==> src/rtl/accent_probability_step_gate_top_assert.svh <==
// Assertion macros used by the step gate top module.
`ifndef ACCENT_PROBABILITY_STEP_GATE_TOP_ASSERT_SVH
`define ACCENT_PROBABILITY_STEP_GATE_TOP_ASSERT_SVH

// Check that a condition implies another in the same cycle.
`define APSG_ASSERT_SAME(label, clk, rst_n, ante, cons) \
    label: assert property (@(posedge clk) disable iff (!rst_n) (ante) |-> (cons)) \
        else $error("step gate check failed");

// Check that a condition implies another in the next cycle.
`define APSG_ASSERT_NEXT(label, clk, rst_n, ante, cons) \
    label: assert property (@(posedge clk) disable iff (!rst_n) (ante) |=> (cons)) \
        else $error("step gate check failed");

`endif

==> src/rtl/apsg_pkg.sv <==
// Shared types, constants and the divide-by-1023 helper for the step gate.
`default_nettype none

package apsg_pkg;

    localparam int TEX_W      = 10;
    localparam int STRENGTH_W = 3;
    localparam int CUT_W      = 17;

    localparam logic [CUT_W-1:0]      CUT_FULL     = 17'd65536;
    localparam logic [TEX_W-1:0]      TEX_MAX      = 10'd1023;
    localparam logic [STRENGTH_W-1:0] STRENGTH_MAX = 3'd4;

    typedef enum logic [1:0] {
        CLASS_PRIMARY   = 2'd0,
        CLASS_SECONDARY = 2'd1,
        CLASS_GHOST     = 2'd2
    } step_class_t;

    typedef enum logic [0:0] {
        REG_TEXTURE  = 1'b0,
        REG_STRENGTH = 1'b1
    } cfg_index_t;

    typedef struct packed {
        logic [TEX_W-1:0]      texture;
        logic [STRENGTH_W-1:0] strength;
    } cfg_t;

    // Floor of x / 1023: fold the upper bits back in, since 1024 = 1023 + 1.
    // Three folds bring the remainder below twice the divisor.
    function automatic logic [16:0] div1023(input logic [25:0] x);
        logic [25:0] rem;
        logic [16:0] quo;
        logic [15:0] hi;
        rem = x;
        quo = '0;
        for (int i = 0; i < 3; i++)
        begin
            hi  = rem[25:10];
            quo = quo + 17'(hi);
            rem = 26'(hi) + 26'(rem[9:0]);
        end
        if (rem >= 26'(TEX_MAX))
        begin
            quo = quo + 17'd1;
        end
        return quo;
    endfunction

endpackage

`default_nettype wire

==> src/rtl/apsg_cfg_regs.sv <==
// Configuration registers of the step gate: texture level and fill strength.
`default_nettype none

module apsg_cfg_regs (
    input  wire logic                 clk,
    input  wire logic                 rst_n,
    input  wire logic                 wr_en,
    input  wire logic [0:0]           wr_index,
    input  wire logic [9:0]           wr_data,
    output apsg_pkg::cfg_t            cfg
);
    import apsg_pkg::*;

    logic [TEX_W-1:0]      texture_reg;
    logic [TEX_W-1:0]      texture_next;
    logic [STRENGTH_W-1:0] strength_reg;
    logic [STRENGTH_W-1:0] strength_next;

    // Decode the register index of a write
    always_comb
    begin
        texture_next  = texture_reg;
        strength_next = strength_reg;
        if (wr_en)
        begin
            unique case (cfg_index_t'(wr_index))
                REG_TEXTURE:  texture_next  = wr_data[TEX_W-1:0];
                REG_STRENGTH: strength_next = wr_data[STRENGTH_W-1:0];
                default:      texture_next  = texture_reg;
            endcase
        end
    end

    // Hold the register values
    always_ff @(posedge clk or negedge rst_n)
    begin
        if (!rst_n)
        begin
            texture_reg  <= '0;
            strength_reg <= '0;
        end
        else
        begin
            texture_reg  <= texture_next;
            strength_reg <= strength_next;
        end
    end

    assign cfg.texture  = texture_reg;
    assign cfg.strength = strength_reg;

endmodule

`default_nettype wire

==> src/rtl/accent_probability_step_gate_top.sv <==
// Accent probability step gate: four-register pipeline from step to hit decision.
// A step moves from stage a through b and c to the out stage. Throughput: one step per cycle
// while result_stall is low; each stage loads when it is empty or the one ahead moves,
// so a stalled result holds only full stages and the input stalls once all four are full.
// Reset: clears all valid flags and sets texture level and fill strength to zero.
`default_nettype none
`include "accent_probability_step_gate_top_assert.svh"

module accent_probability_step_gate_top (
    input  wire logic        clk,
    input  wire logic        rst_n,
    input  wire logic        wr_en,
    input  wire logic [0:0]  wr_index,
    input  wire logic [9:0]  wr_data,
    input  wire logic        step_valid,
    output      logic        step_stall,
    input  wire logic [3:0]  step_index,
    input  wire logic [15:0] random_word,
    input  wire logic        fill_bar,
    input  wire logic        final_quarter,
    output      logic        result_valid,
    input  wire logic        result_stall,
    output      logic        hit,
    output      logic [1:0]  step_class,
    output      logic [16:0] cutoff
);
    import apsg_pkg::*;

    cfg_t cfg;

    apsg_cfg_regs u_cfg (
        .clk      (clk),
        .rst_n    (rst_n),
        .wr_en    (wr_en),
        .wr_index (wr_index),
        .wr_data  (wr_data),
        .cfg      (cfg)
    );

    // Pipeline valid flags
    logic a_valid_reg, a_valid_next;
    logic b_valid_reg, b_valid_next;
    logic c_valid_reg, c_valid_next;
    logic out_valid_reg, out_valid_next;

    // Stage payloads
    logic [3:0]       a_step_reg;
    logic [15:0]      a_rnd_reg;
    logic             a_fill_reg;
    logic             a_last_reg;

    step_class_t      b_class_reg, b_class_next;
    logic [15:0]      b_rnd_reg;
    logic [CUT_W-1:0] b_sec_reg, b_sec_next;
    logic [19:0]      b_sq_reg, b_sq_next;
    logic [CUT_W-1:0] b_boost_reg, b_boost_next;

    step_class_t      c_class_reg;
    logic [15:0]      c_rnd_reg;
    logic [CUT_W-1:0] c_sec_reg;
    logic [25:0]      c_m_reg, c_m_next;
    logic [CUT_W-1:0] c_boost_reg;

    logic             hit_reg, hit_next;
    step_class_t      class_reg;
    logic [CUT_W-1:0] cutoff_reg, cutoff_next;

    // Advance enables, from the result side back to the input
    logic out_load, c_load, b_load, a_load;

    assign out_load   = !out_valid_reg || !result_stall;
    assign c_load     = !c_valid_reg || out_load;
    assign b_load     = !b_valid_reg || c_load;
    assign a_load     = !a_valid_reg || b_load;
    assign step_stall = !a_load;

    assign a_valid_next   = a_load   ? step_valid  : a_valid_reg;
    assign b_valid_next   = b_load   ? a_valid_reg : b_valid_reg;
    assign c_valid_next   = c_load   ? b_valid_reg : c_valid_reg;
    assign out_valid_next = out_load ? c_valid_reg : out_valid_reg;

    always_ff @(posedge clk or negedge rst_n)
    begin
        if (!rst_n)
        begin
            a_valid_reg   <= 1'b0;
            b_valid_reg   <= 1'b0;
            c_valid_reg   <= 1'b0;
            out_valid_reg <= 1'b0;
        end
        else
        begin
            a_valid_reg   <= a_valid_next;
            b_valid_reg   <= b_valid_next;
            c_valid_reg   <= c_valid_next;
            out_valid_reg <= out_valid_next;
        end
    end

    // Classify the step, scale texture for the secondary cutoff, square it, size the boost
    logic [15:0]           tex_x64;
    logic [STRENGTH_W-1:0] strength_lim;
    logic [15:0]           boost_unit;

    always_comb
    begin
        unique case (a_step_reg[1:0]) inside
            2'b00:        b_class_next = CLASS_PRIMARY;
            2'b10:        b_class_next = CLASS_SECONDARY;
            2'b01, 2'b11: b_class_next = CLASS_GHOST;
            default:      b_class_next = CLASS_GHOST;
        endcase

        tex_x64    = {cfg.texture, 6'b0};
        b_sec_next = 17'(tex_x64) + div1023(26'(tex_x64));
        b_sq_next  = {10'b0, cfg.texture} * {10'b0, cfg.texture};

        strength_lim = (cfg.strength > STRENGTH_MAX) ? STRENGTH_MAX : cfg.strength;
        boost_unit   = {strength_lim, 13'b0};
        if (!a_fill_reg)
        begin
            b_boost_next = '0;
        end
        else if (a_last_reg)
        begin
            b_boost_next = {boost_unit, 1'b0};
        end
        else
        begin
            b_boost_next = {1'b0, boost_unit};
        end
    end

    // First fold of the ghost division: texture squared times 32768 over 1023
    logic [24:0] sq_x32;

    always_comb
    begin
        sq_x32   = {b_sq_reg, 5'b0};
        c_m_next = 26'(sq_x32) + 26'(div1023({1'b0, sq_x32}));
    end

    // Finish the ghost division, apply the boost, saturate and compare
    logic [CUT_W-1:0] ghost_cut;
    logic [CUT_W-1:0] base_cut;
    logic [CUT_W:0]   boosted;

    always_comb
    begin
        ghost_cut = div1023(c_m_reg);
        base_cut  = (c_class_reg == CLASS_SECONDARY) ? c_sec_reg : ghost_cut;
        boosted   = {1'b0, base_cut} + {1'b0, c_boost_reg};
        if (c_class_reg == CLASS_PRIMARY)
        begin
            cutoff_next = CUT_FULL;
        end
        else if (boosted > {1'b0, CUT_FULL})
        begin
            cutoff_next = CUT_FULL;
        end
        else
        begin
            cutoff_next = boosted[CUT_W-1:0];
        end
        hit_next = (cutoff_next == CUT_FULL) || ({1'b0, c_rnd_reg} < cutoff_next);
    end

    // Stage payload registers
    always_ff @(posedge clk)
    begin
        if (a_load)
        begin
            a_step_reg <= step_index;
            a_rnd_reg  <= random_word;
            a_fill_reg <= fill_bar;
            a_last_reg <= final_quarter;
        end
        if (b_load)
        begin
            b_class_reg <= b_class_next;
            b_rnd_reg   <= a_rnd_reg;
            b_sec_reg   <= b_sec_next;
            b_sq_reg    <= b_sq_next;
            b_boost_reg <= b_boost_next;
        end
        if (c_load)
        begin
            c_class_reg <= b_class_reg;
            c_rnd_reg   <= b_rnd_reg;
            c_sec_reg   <= b_sec_reg;
            c_m_reg     <= c_m_next;
            c_boost_reg <= b_boost_reg;
        end
        if (out_load)
        begin
            hit_reg    <= hit_next;
            class_reg  <= c_class_reg;
            cutoff_reg <= cutoff_next;
        end
    end

    assign result_valid = out_valid_reg;
    assign hit          = hit_reg;
    assign step_class   = class_reg;
    assign cutoff       = cutoff_reg;

    // Checks on the result and the pipeline fill
    `APSG_ASSERT_SAME(a_primary_full, clk, rst_n,
        result_valid && (step_class == CLASS_PRIMARY), (cutoff == CUT_FULL) && hit)
    `APSG_ASSERT_SAME(a_cutoff_range, clk, rst_n, result_valid, cutoff <= CUT_FULL)
    `APSG_ASSERT_SAME(a_full_fires, clk, rst_n, result_valid && (cutoff == CUT_FULL), hit)
    `APSG_ASSERT_SAME(a_full_stalls, clk, rst_n,
        result_valid && result_stall && c_valid_reg && b_valid_reg && a_valid_reg,
        step_stall)
    `APSG_ASSERT_NEXT(a_stall_holds, clk, rst_n, result_valid && result_stall,
        result_valid && $stable(cutoff) && $stable(hit) && $stable(step_class))

endmodule

`default_nettype wire
==> config.mk <==
export PLATFORM = sky130hd
export DESIGN_NAME = accent_probability_step_gate_top
export DESIGN_NICKNAME = d
export VERILOG_FILES = /design/src/rtl/apsg_pkg.sv /design/src/rtl/apsg_cfg_regs.sv /design/src/rtl/accent_probability_step_gate_top.sv
export VERILOG_INCLUDE_DIRS = /design/src /design/src/rtl
export SDC_FILE = /design/constraint.sdc
export NUM_CORES = 1
export LEC_CHECK = 0
export BUFFER_PORTS_ARGS = -buffer_cell sky130_fd_sc_hd__buf_2
export CORE_ASPECT_RATIO = 1.2
export CORE_MARGIN = 2
export CORE_UTILIZATION = 41
export DETAILED_ROUTE_END_ITERATION = 8
export GPL_TIMING_DRIVEN = 0
export HOLD_SLACK_MARGIN = 0.02
export MAX_ROUTING_LAYER = met4
export PLACE_DENSITY_LB_ADDON = 0.08
export SLEW_MARGIN = 20
export SYNTH_ARGS = -nofsm -noshare
export SYNTH_HDL_FRONTEND = slang
export SYNTH_HIERARCHICAL = 1
export SYNTH_SLANG_ARGS = --single-unit
==> constraint.sdc <==
create_clock -name clk -period 9.69 [get_ports clk]
set_clock_uncertainty 0.1 [all_clocks]
set_input_delay 0.969 -clock clk [delete_from_list [all_inputs] [get_ports clk]]
set_output_delay 0.969 -clock clk [all_outputs]
set_load 0.1 [all_outputs]
==> flow_summary.rst, run 1 <==
.. list-table::
   :header-rows: 1

   * - Metric
     - Value
   * - Filler cells
     - 2956
   * - Post-route cell area
     - 15000 um^2
   * - Final HPWL DP
     - 21900 um
   * - Post-placement cell count
     - 1638
   * - Instance count along the most critical hold path
     - 0
   * - Buffer type at the clock tree root
     - sky130_fd_sc_hd__clkbuf_16
   * - DRT antenna net count
     - 0
   * - CP Launch Type
     - flip-flop
   * - Most numerous cell on the critical path
     - sky130_fd_sc_hd__a21oi_2
   * - Die X
     - 167 um
   * - Leading cell types in the layout, fill and taps excluded
     - 163 x sky130_fd_sc_hd__edfxtp_1, 122 x sky130_fd_sc_hd__ha_1, 100 x sky130_fd_sc_hd__inv_1
   * - CP endpoint kind
     - flip-flop
   * - Worst R2R Start
     - c_m_reg[10]
   * - Netlist Area Pre-Place
     - 13000 um^2
   * - Final WL
     - 27800 um
   * - Critical path arrival
     - 9.43 ns
   * - Buffers & Inverters on Critical Path
     - 2
   * - Global placement routability congestion
     - 0.814
   * - Flops & latches, synth
     - 180
   * - Via count of the first global-routing pass
     - 8710
   * - Max Fanout on Critical Path
     - 11
   * - Cell taking the most area after synthesis
     - sky130_fd_sc_hd__edfxtp_1
   * - Initial antenna violation count
     - 0
   * - Hold WC Path Type
     - reg2reg
   * - Total nets after synthesis
     - 1394
   * - Detailed-route vias per instance
     - 5.18
   * - Met1 routing resource usage after global routing
     - 0.227
   * - Number of synthesized flops with an enable pin
     - 163
   * - Post-route core utilization
     - 0.478
   * - GR Util met3
     - 0.0208
   * - R2r endpoint
     - hit
   * - Core Rows
     - 71
   * - Number of diodes added for antenna fixing
     - 0
   * - CP max stage cell
     - sky130_fd_sc_hd__or4_4
   * - Ys flop type
     - sky130_fd_sc_hd__edfxtp_1
   * - Overflow after GRT
     - 0
   * - Io pins
     - 60
   * - Final setup vio count
     - 0
   * - Average footprint of a synthesized cell
     - 11.0 um^2
   * - Hold-fix buffers, CTS
     - 0
   * - Max Clk Rate
     - 0.108 GHz
   * - Number of cells on the critical path
     - 50
   * - Status
     - finished clean
   * - Final-stage net count
     - 1494
   * - Die height
     - 199 um
   * - Detailed-route wire length per cell
     - 16.4 um
   * - Number of buffers inserted by port buffering
     - 57
   * - Most common cell after layout, fill and taps aside
     - sky130_fd_sc_hd__edfxtp_1
   * - Final worst path period need
     - 9.25 ns
   * - Worst endpoint required time
     - 9.87 ns
   * - Kind of cell adding the most delay to the critical path
     - compound AO/OA/AOI/OAI gates
   * - Floorplan die area
     - 33200 um^2
   * - Starting density of the core
     - 0.416
   * - Max-slew violation count
     - 0
   * - Number of iterations in the first detailed-routing pass
     - 5
   * - Share of final-layout standard cells stronger than drive strength 1
     - 0.166
   * - TritonCTS clock tree
     - yes
   * - Start point of the worst hold path
     - a_rnd_reg[10]
   * - Clock edge transition at the registers on the reported setup and hold paths
     - 0.07 ns
   * - Area fraction of the dominant cell type after synthesis
     - 0.376
   * - Fin crit share
     - 0.955
   * - Final-report hold violation count
     - 0
   * - Dpl cell area
     - 13900 um^2
   * - Maximum level of the CTS H-tree
     - 4
   * - Hold EP
     - b_rnd_reg[10]
   * - Most utilized layer in the global route result
     - met2
   * - Clock Sinks
     - 180
   * - Number of cells in the finished layout apart from fillers
     - 1692
   * - Wire length of the first global-routing pass
     - 44800 um
   * - Largest net degree at the start of global routing
     - 59
   * - Source-to-sink clock delay at the later pin of the worst-skew pair
     - 0.44 ns
   * - Number of buffers created by CTS
     - 17
   * - Deepest clock path buffer count
     - 2
   * - Count of maximum capacitance violations
     - 0
   * - Setup repair after global routing missed its margin
     - true
   * - Core Footprint
     - 31300 um^2
   * - Sequential fraction of the synthesis area
     - 0.409
   * - Top cells by area, synth
     - sky130_fd_sc_hd__edfxtp_1 38%, sky130_fd_sc_hd__ha_1 12%, sky130_fd_sc_hd__fa_1 8.2%
   * - Actual slew at the worst max-slew pin
     - 0.990 ns
   * - Met2 Usage GRT
     - 0.296
   * - Relative slew slack
     - 0.339
   * - Number of warning messages in the yosys log
     - 6
   * - Start-to-end type of the worst setup path
     - reg2reg
   * - Post-route DRC
     - 0
   * - Peak per-stage delay on the critical path
     - 0.62 ns
   * - Detailed-route via count
     - 8759
   * - Count of unique library cells instantiated by Yosys
     - 82
   * - Number of cells on the worst reg-to-reg path
     - 50
   * - Max reg flops
     - 26
   * - Synth Instances
     - 1178
   * - Register-to-register setup slack
     - 0.44 ns
   * - DR iter-0 viols
     - 427
   * - Proportion of register bits with asynchronous set or reset after synthesis
     - 0.0944
   * - GRT Total Usage
     - 0.176
   * - Synth-to-Final Area Change
     - 14.9%
metal layers:
layer	up-vias	wire length, um
met5	-	0
met4	0	541
met3	29	611
met2	115	13800
met1	4238	12800
li1	4377	-
metrics by stage:
stage	setup slack (ns)	hold slack, ns	TNS [ns]
6_report	0.437	0.318	0
5_1_grt	-0.188	0.325	-0.188
4_1_cts	0.0205	0.317	0
3_5_place_dp	-1.34	0.305	-1.35
3_3_place_gp	-1.26	0.302	-1.26
2_1_floorplan	0.334	0.300	0
layout make-up:
cell class                      count  area, um^2  area share
Multi-Input combinational cell    864        7490       0.501
Sequential cell                   180        5320       0.356
Timing Repair Buffer               83         513      0.0343
Tap cell                          401         502      0.0336
Clock buffer                       18         439      0.0294
Inverter                          103         392      0.0262
Clock inverter                     14         160      0.0107
Buffer                             29         139     0.00929
cells in the mapped netlist, drive strengths merged (18+ instances only):
cell type  instances
edfxtp           163
ha               125
inv              102
xnor2             84
nand2             81
nor2              64
a21oi             55
fa                53
and2              41
xor2              38
o21ai             36
nand3             26
nor3              26
clkbuf            23
nor2b             23
a21o              18
worst max-delay path by stage:
stage	from	endpoint	slack, ns
2_1_floorplan	c_m_reg[10]	hit	0.33
3_3_place_gp	c_m_reg[10]	hit	-1.26
3_5_place_dp	c_m_reg[10]	hit	-1.34
4_1_cts	c_m_reg[10]	hit	0.02
5_1_grt	c_m_reg[10]	hit	-0.19
6_report	c_m_reg[10]	hit	0.44
cells by family after synthesis:
group,after synthesis,synth area share
xor gates and xnor gates,122,0.0821
and+or+nand+nor,345,0.143
DFF,180,0.409
buffers and inverters,134,0.0414
other,1,0.000288
AOI/OAI and AO/OA,200,0.105
adders and majority gates,178,0.202
muxes,18,0.0182
timing repair:
action	4_1_cts	5_1_grt
endpoints found under the setup margin	2	1
setup buffers	13	11
gates resized for setup	28	46
pin swaps	10	31
Power of run 1 is left out: the tool's default activity adds up to more than one toggle a clock period on the data nets, which glitch-free logic cannot reach.
==> run 2, diff against run 1 <==
--- a/config.mk
+++ b/config.mk
@@ -7,6 +7,8 @@
 export NUM_CORES = 1
 export LEC_CHECK = 0
 export BUFFER_PORTS_ARGS = -buffer_cell sky130_fd_sc_hd__buf_2
+export CELL_PAD_IN_SITES_DETAIL_PLACEMENT = 0
+export CELL_PAD_IN_SITES_GLOBAL_PLACEMENT = 1
 export CORE_ASPECT_RATIO = 1.2
 export CORE_MARGIN = 2
 export CORE_UTILIZATION = 41
==> constraint.sdc (replaced) <==
create_clock -name clk -period 11.16 [get_ports clk]
set_clock_uncertainty 0.1 [all_clocks]
set_input_delay 1.116 -clock clk [delete_from_list [all_inputs] [get_ports clk]]
set_output_delay 1.116 -clock clk [all_outputs]
set_load 0.1 [all_outputs]
==> flow_summary.rst, run 2 (same netlist as run 1, synthesis figures left out) <==
.. list-table::
   :header-rows: 1

   * - Metric
     - Value
   * - Status
     - finished clean
   * - Critical path arrival
     - 10.32 ns (+0.89 ns)
   * - Filler cells
     - 2927 (-0.98%)
   * - Wire length of the first global-routing pass
     - 45700 um (+2.0%)
   * - Relative slew slack
     - 0.393 (+0.0539)
   * - Final WL
     - 27800 um (+0.27%)
   * - Detailed-route wire length per cell
     - 16.6 um (+1.4%)
   * - Final-stage net count
     - 1475 (-1.3%)
   * - Count of maximum capacitance violations
     - 0 (unchanged)
   * - Total negative slack for setup checks
     - 0 ns (unchanged)
   * - Initial antenna violation count
     - 0 (unchanged)
   * - CP endpoint kind
     - flip-flop
   * - Max Fanout on Critical Path
     - 7 (-4)
   * - Share of final-layout standard cells stronger than drive strength 1
     - 0.120 (-0.0455)
   * - DR iter-0 viols
     - 391 (-8.4%)
   * - Overflow after GRT
     - 0 (unchanged)
   * - GRT Total Usage
     - 0.179 (+0.00329)
   * - TritonCTS clock tree
     - yes
   * - Starting density of the core
     - 0.416 (unchanged)
   * - Max-slew violation count
     - 0 (unchanged)
   * - Most numerous cell on the critical path
     - sky130_fd_sc_hd__a21oi_1
   * - Detailed-route vias per instance
     - 5.12 (-1.1%)
   * - Leading cell types in the layout, fill and taps excluded
     - 163 x sky130_fd_sc_hd__edfxtp_1, 125 x sky130_fd_sc_hd__ha_1, 100 x sky130_fd_sc_hd__inv_1
   * - Hold-fix buffers, CTS
     - 0 (unchanged)
   * - Core Rows
     - 71 (unchanged)
   * - Io pins
     - 60 (unchanged)
   * - Start-to-end type of the worst setup path
     - reg2reg
   * - Peak per-stage delay on the critical path
     - 0.73 ns (+0.11 ns)
   * - Final-report hold violation count
     - 0 (unchanged)
   * - Die height
     - 199 um (unchanged)
   * - Final HPWL DP
     - 22600 um (+3.1%)
   * - Number of buffers inserted by port buffering
     - 57 (unchanged)
   * - Core Footprint
     - 31300 um^2 (unchanged)
   * - Max Clk Rate
     - 0.0974 GHz (-9.9%)
   * - Max reg flops
     - 26 (unchanged)
   * - DRT antenna net count
     - 0 (unchanged)
   * - Setup repair after global routing missed its margin
     - false
   * - Floorplan die area
     - 33200 um^2 (unchanged)
   * - CP Launch Type
     - flip-flop
   * - Maximum level of the CTS H-tree
     - 4 (unchanged)
   * - Clock Sinks
     - 180 (unchanged)
   * - Detailed-route via count
     - 8568 (-2.2%)
   * - Fin crit share
     - 0.920 (-0.0350)
   * - CP max stage cell
     - sky130_fd_sc_hd__or4b_2
   * - Kind of cell adding the most delay to the critical path
     - compound AO/OA/AOI/OAI gates
   * - Final worst path period need
     - 10.27 ns (+1.01 ns)
   * - Deepest clock path buffer count
     - 2 (unchanged)
   * - Largest net degree at the start of global routing
     - 49 (-17%)
   * - Number of buffers created by CTS
     - 17 (unchanged)
   * - Buffer type at the clock tree root
     - sky130_fd_sc_hd__clkbuf_16
   * - Buffers & Inverters on Critical Path
     - 3 (+1)
   * - Clock edge transition at the registers on the reported setup and hold paths
     - 0.07 ns (about the same)
   * - Number of diodes added for antenna fixing
     - 0 (unchanged)
   * - Final setup vio count
     - 0 (unchanged)
   * - Hold WC Path Type
     - reg2reg
   * - Worst endpoint required time
     - 11.21 ns (+1.34 ns)
   * - Actual slew at the worst max-slew pin
     - 0.909 ns (-0.0806 ns)
   * - Global placement routability congestion
     - 0.794 (-2.4%)
   * - Post-route DRC
     - 0 (unchanged)
   * - Via count of the first global-routing pass
     - 8635 (-0.86%)
   * - Synth-to-Final Area Change
     - 11.9%
   * - Die X
     - 167 um (unchanged)
   * - Number of iterations in the first detailed-routing pass
     - 5 (unchanged)
   * - Most common cell after layout, fill and taps aside
     - sky130_fd_sc_hd__edfxtp_1
   * - Source-to-sink clock delay at the later pin of the worst-skew pair
     - 0.43 ns (about the same)
[run 2: metal layers]
metal  share of wire  global-route usage  vias up
met5               0                   -        -
met1            0.48               0.236     4130
met2            0.49               0.299       76
met3           0.017              0.0212       17
li1                -                   -     4345
met4           0.013              0.0437        0
[run 2: final cells by class]
cell class	instances	area, um^2	share of cell area
repair buffers	63	370	0.0254
inverters	103	393	0.0270
clock buffers	19	464	0.0319
plain buffers	30	149	0.0102
well taps	401	502	0.0345
flip-flops and latches	180	5320	0.365
multi-input cells	864	7240	0.497
clock inverters	13	129	0.00885
[run 2: final timing paths]
path | startpoint | end | slack, ns | depth (start not counted)
hold / removal | a_rnd_reg[14] | b_rnd_reg[14] | 0.31 | 0
hold reg to reg | a_rnd_reg[14] | b_rnd_reg[14] | 0.31 | 0
max in group asynchronous | rst_n | c_valid_reg | 10.19 | 1
min in group asynchronous | rst_n | u_cfg/strength_reg[2] | 0.49 | 1
setup reg to reg | c_m_reg[10] | hit | 0.89 | 49
setup / recovery | c_m_reg[10] | hit | 0.89 | 49
[run 2: what timing repair did]
action | in CTS | in global routing
hold endpoints to repair | 0 | 0
gates resized for setup | 0 | 15
setup endpoints to repair | 0 | 1
buffers inserted | 0 | 4
[run 2: stage by stage]
stage | utilization | setup slack, ns | cells | instance area (um^2) | hold slack, ns
2_1_floorplan | - | 1.80 | 1178 | 13000 | 0.300
3_3_place_gp | 0.441 | 0.173 | 1636 | 13800 | 0.301
3_5_place_dp | 0.444 | 0.0883 | 1638 | 13900 | 0.305
4_1_cts | 0.462 | 0.0623 | 1670 | 14500 | 0.319
5_1_grt | 0.466 | 0.0155 | 1673 | 14600 | 0.321
6_report | 0.466 | 0.893 | 1673 | 14600 | 0.314
Power of run 2 is left out for the same reason.
==> run 3, diff against run 2 <==
--- a/config.mk
+++ b/config.mk
@@ -10,10 +10,10 @@
 export CELL_PAD_IN_SITES_DETAIL_PLACEMENT = 0
 export CELL_PAD_IN_SITES_GLOBAL_PLACEMENT = 1
 export CORE_ASPECT_RATIO = 1.2
-export CORE_MARGIN = 2
+export CORE_MARGIN = 1.5
 export CORE_UTILIZATION = 41
+export CTS_BUF_LIST = sky130_fd_sc_hd__clkbuf_4 sky130_fd_sc_hd__clkbuf_8
 export DETAILED_ROUTE_END_ITERATION = 8
-export GPL_TIMING_DRIVEN = 0
 export HOLD_SLACK_MARGIN = 0.02
 export MAX_ROUTING_LAYER = met4
 export PLACE_DENSITY_LB_ADDON = 0.08
==> flow_summary.rst, run 3 (same netlist as run 1, synthesis figures left out) <==
.. list-table::
   :header-rows: 1

   * - Metric
     - Value
   * - Number of iterations in the first detailed-routing pass
     - 5 (unchanged)
   * - Final setup vio count
     - 0 (unchanged)
   * - GR Util met3
     - 0.0212 (about the same)
   * - Met1 routing resource usage after global routing
     - 0.227 (-0.00875)
   * - Max Clk Rate
     - 0.0977 GHz (+0.30%)
   * - Detailed-route wire length per cell
     - 16.4 um (-1.5%)
   * - Buffer type at the clock tree root
     - sky130_fd_sc_hd__clkbuf_8
   * - Start-to-end type of the worst setup path
     - reg2reg
   * - Launching element of the worst setup path
     - c_m_reg[11]
   * - Dpl cell area
     - 13700 um^2 (-1.2%)
   * - Core Footprint
     - 31300 um^2 (unchanged)
   * - Final worst path period need
     - 10.24 ns (-0.0302 ns)
   * - GRT Total Usage
     - 0.176 (-0.00377)
   * - CP endpoint kind
     - flip-flop
   * - Initial antenna violation count
     - 0 (unchanged)
   * - Count of maximum capacitance violations
     - 0 (unchanged)
   * - Clock edge transition at the registers on the reported setup and hold paths
     - 0.11 ns (+0.04 ns)
   * - Critical path arrival
     - 10.35 ns (+0.03 ns)
   * - Share of final-layout standard cells stronger than drive strength 1
     - 0.115 (-0.00524)
   * - Peak per-stage delay on the critical path
     - 0.75 ns (+0.02 ns)
   * - Largest net degree at the start of global routing
     - 60 (+22%)
   * - Relative slew slack
     - 0.318 (-0.0748)
   * - Hold WC Path Type
     - reg2reg
   * - Met2 Usage GRT
     - 0.292 (-0.00738)
   * - CP max stage cell
     - sky130_fd_sc_hd__or4b_2
   * - Source-to-sink clock delay at the later pin of the worst-skew pair
     - 0.47 ns (+0.04 ns)
   * - Final-report hold violation count
     - 0 (unchanged)
   * - Die height
     - 198 um (-0.50%)
   * - Final HPWL DP
     - 21300 um (-5.5%)
   * - Number of diodes added for antenna fixing
     - 0 (unchanged)
   * - Die X
     - 166 um (-0.60%)
   * - Deepest clock path buffer count
     - 2 (unchanged)
   * - Hold-fix buffers, CTS
     - 0 (unchanged)
   * - Worst endpoint required time
     - 11.27 ns (+0.06 ns)
   * - Most utilized layer in the global route result
     - met2
   * - Final-stage net count
     - 1446 (-2.0%)
   * - Core Rows
     - 71 (unchanged)
   * - Floorplan die area
     - 32800 um^2 (-1.1%)
   * - Number of buffers inserted by port buffering
     - 57 (unchanged)
   * - TritonCTS clock tree
     - yes
   * - Maximum level of the CTS H-tree
     - 4 (unchanged)
   * - Via count of the first global-routing pass
     - 8419 (-2.5%)
   * - Synth-to-Final Area Change
     - 9.02%
   * - Worst R2R Start
     - c_m_reg[11]
   * - Detailed-route vias per instance
     - 5.13 (+0.20%)
   * - Most common cell after layout, fill and taps aside
     - sky130_fd_sc_hd__edfxtp_1
   * - Status
     - finished clean
   * - DR iter-0 viols
     - 429 (+9.7%)
   * - Leading cell types in the layout, fill and taps excluded
     - 163 x sky130_fd_sc_hd__edfxtp_1, 125 x sky130_fd_sc_hd__ha_1, 101 x sky130_fd_sc_hd__inv_1
   * - Io pins
     - 60 (unchanged)
   * - Fin crit share
     - 0.917 (-0.00271)
   * - Most numerous cell on the critical path
     - sky130_fd_sc_hd__a21oi_1
   * - Filler cells
     - 2986 (+2.0%)
   * - Post-route cell area
     - 14200 um^2 (-2.6%)
   * - Starting density of the core
     - 0.416 (unchanged)
   * - Register-to-register setup slack
     - 0.92 ns (+0.03 ns)
   * - Clock Sinks
     - 180 (unchanged)
   * - Start point of the worst hold path
     - b_sec_reg[10]
   * - Max Fanout on Critical Path
     - 14 (+7)
   * - DRT antenna net count
     - 0 (unchanged)
   * - Max-slew violation count
     - 0 (unchanged)
   * - Global placement routability congestion
     - 0.784 (-1.3%)
   * - Overflow after GRT
     - 0 (unchanged)
   * - Detailed-route via count
     - 8436 (-1.5%)
   * - Final WL
     - 27000 um (-3.2%)
   * - Max reg flops
     - 26 (unchanged)
   * - Number of buffers created by CTS
     - 17 (unchanged)
   * - Actual slew at the worst max-slew pin
     - 1.02 ns (+0.112 ns)
   * - Wire length of the first global-routing pass
     - 44000 um (-3.6%)
   * - CP Launch Type
     - flip-flop
   * - Post-route DRC
     - 0 (unchanged)
run 3: layer usage:
layer	wire length, um	share of wire
met2	13200	0.49
met1	12800	0.48
met5	0	0
met4	453	0.017
met3	523	0.019
run 3: area by class of cell:
| type | instances | area, um^2 | area share |
|---|---|---|---|
| Tap cell | 401 | 502 | 0.0354 |
| Sequential cell | 180 | 5320 | 0.375 |
| Clock buffer | 18 | 248 | 0.0175 |
| Timing Repair Buffer | 64 | 338 | 0.0238 |
| Multi-Input combinational cell | 864 | 7220 | 0.509 |
| Clock inverter | 14 | 178 | 0.0125 |
| Inverter | 103 | 387 | 0.0272 |
run 3: final timing paths:
check,endpoint,depth (start not counted)
setup / recovery,hit,50
hold / removal,c_sec_reg[10],0
setup reg to reg,hit,50
hold reg to reg,c_sec_reg[10],0
max in group asynchronous,result_valid,1
min in group asynchronous,u_cfg/strength_reg[2],1
run 3: timing repair:
action                                  in CTS  in global routing
setup buffers                                0                  1
resized for setup                            0                 11
endpoints found under the setup margin       0                  1
run 3: per-stage QoR:
| stage | setup WS, ns | util | std cells | setup TNS [ns] | hold slack [ns] |
|---|---|---|---|---|---|
| after global routing | -0.0121 | 0.454 | 1644 | -0.0121 | 0.326 |
| after CTS | 0.397 | 0.452 | 1643 | 0 | 0.323 |
| after global placement | 0.583 | 0.438 | 1611 | 0 | 0.301 |
| final | 0.924 | 0.454 | 1644 | 0 | 0.324 |
| after detailed placement | 0.438 | 0.438 | 1611 | 0 | 0.305 |
| after floorplan | 1.80 | - | 1178 | 0 | 0.300 |
run 3: worst max-delay path, delay by kind of cell (launching register included):
family	cells	cell delay (ns)
and+or+nand+nor	16	3.03
AOI/OAI and AO/OA	22	3.13
DFF	1	0.49
xor gates and xnor gates	3	0.61
adders and majority gates	6	2.18
buffers and inverters	3	0.42
Power of run 3 is left out for the same reason.
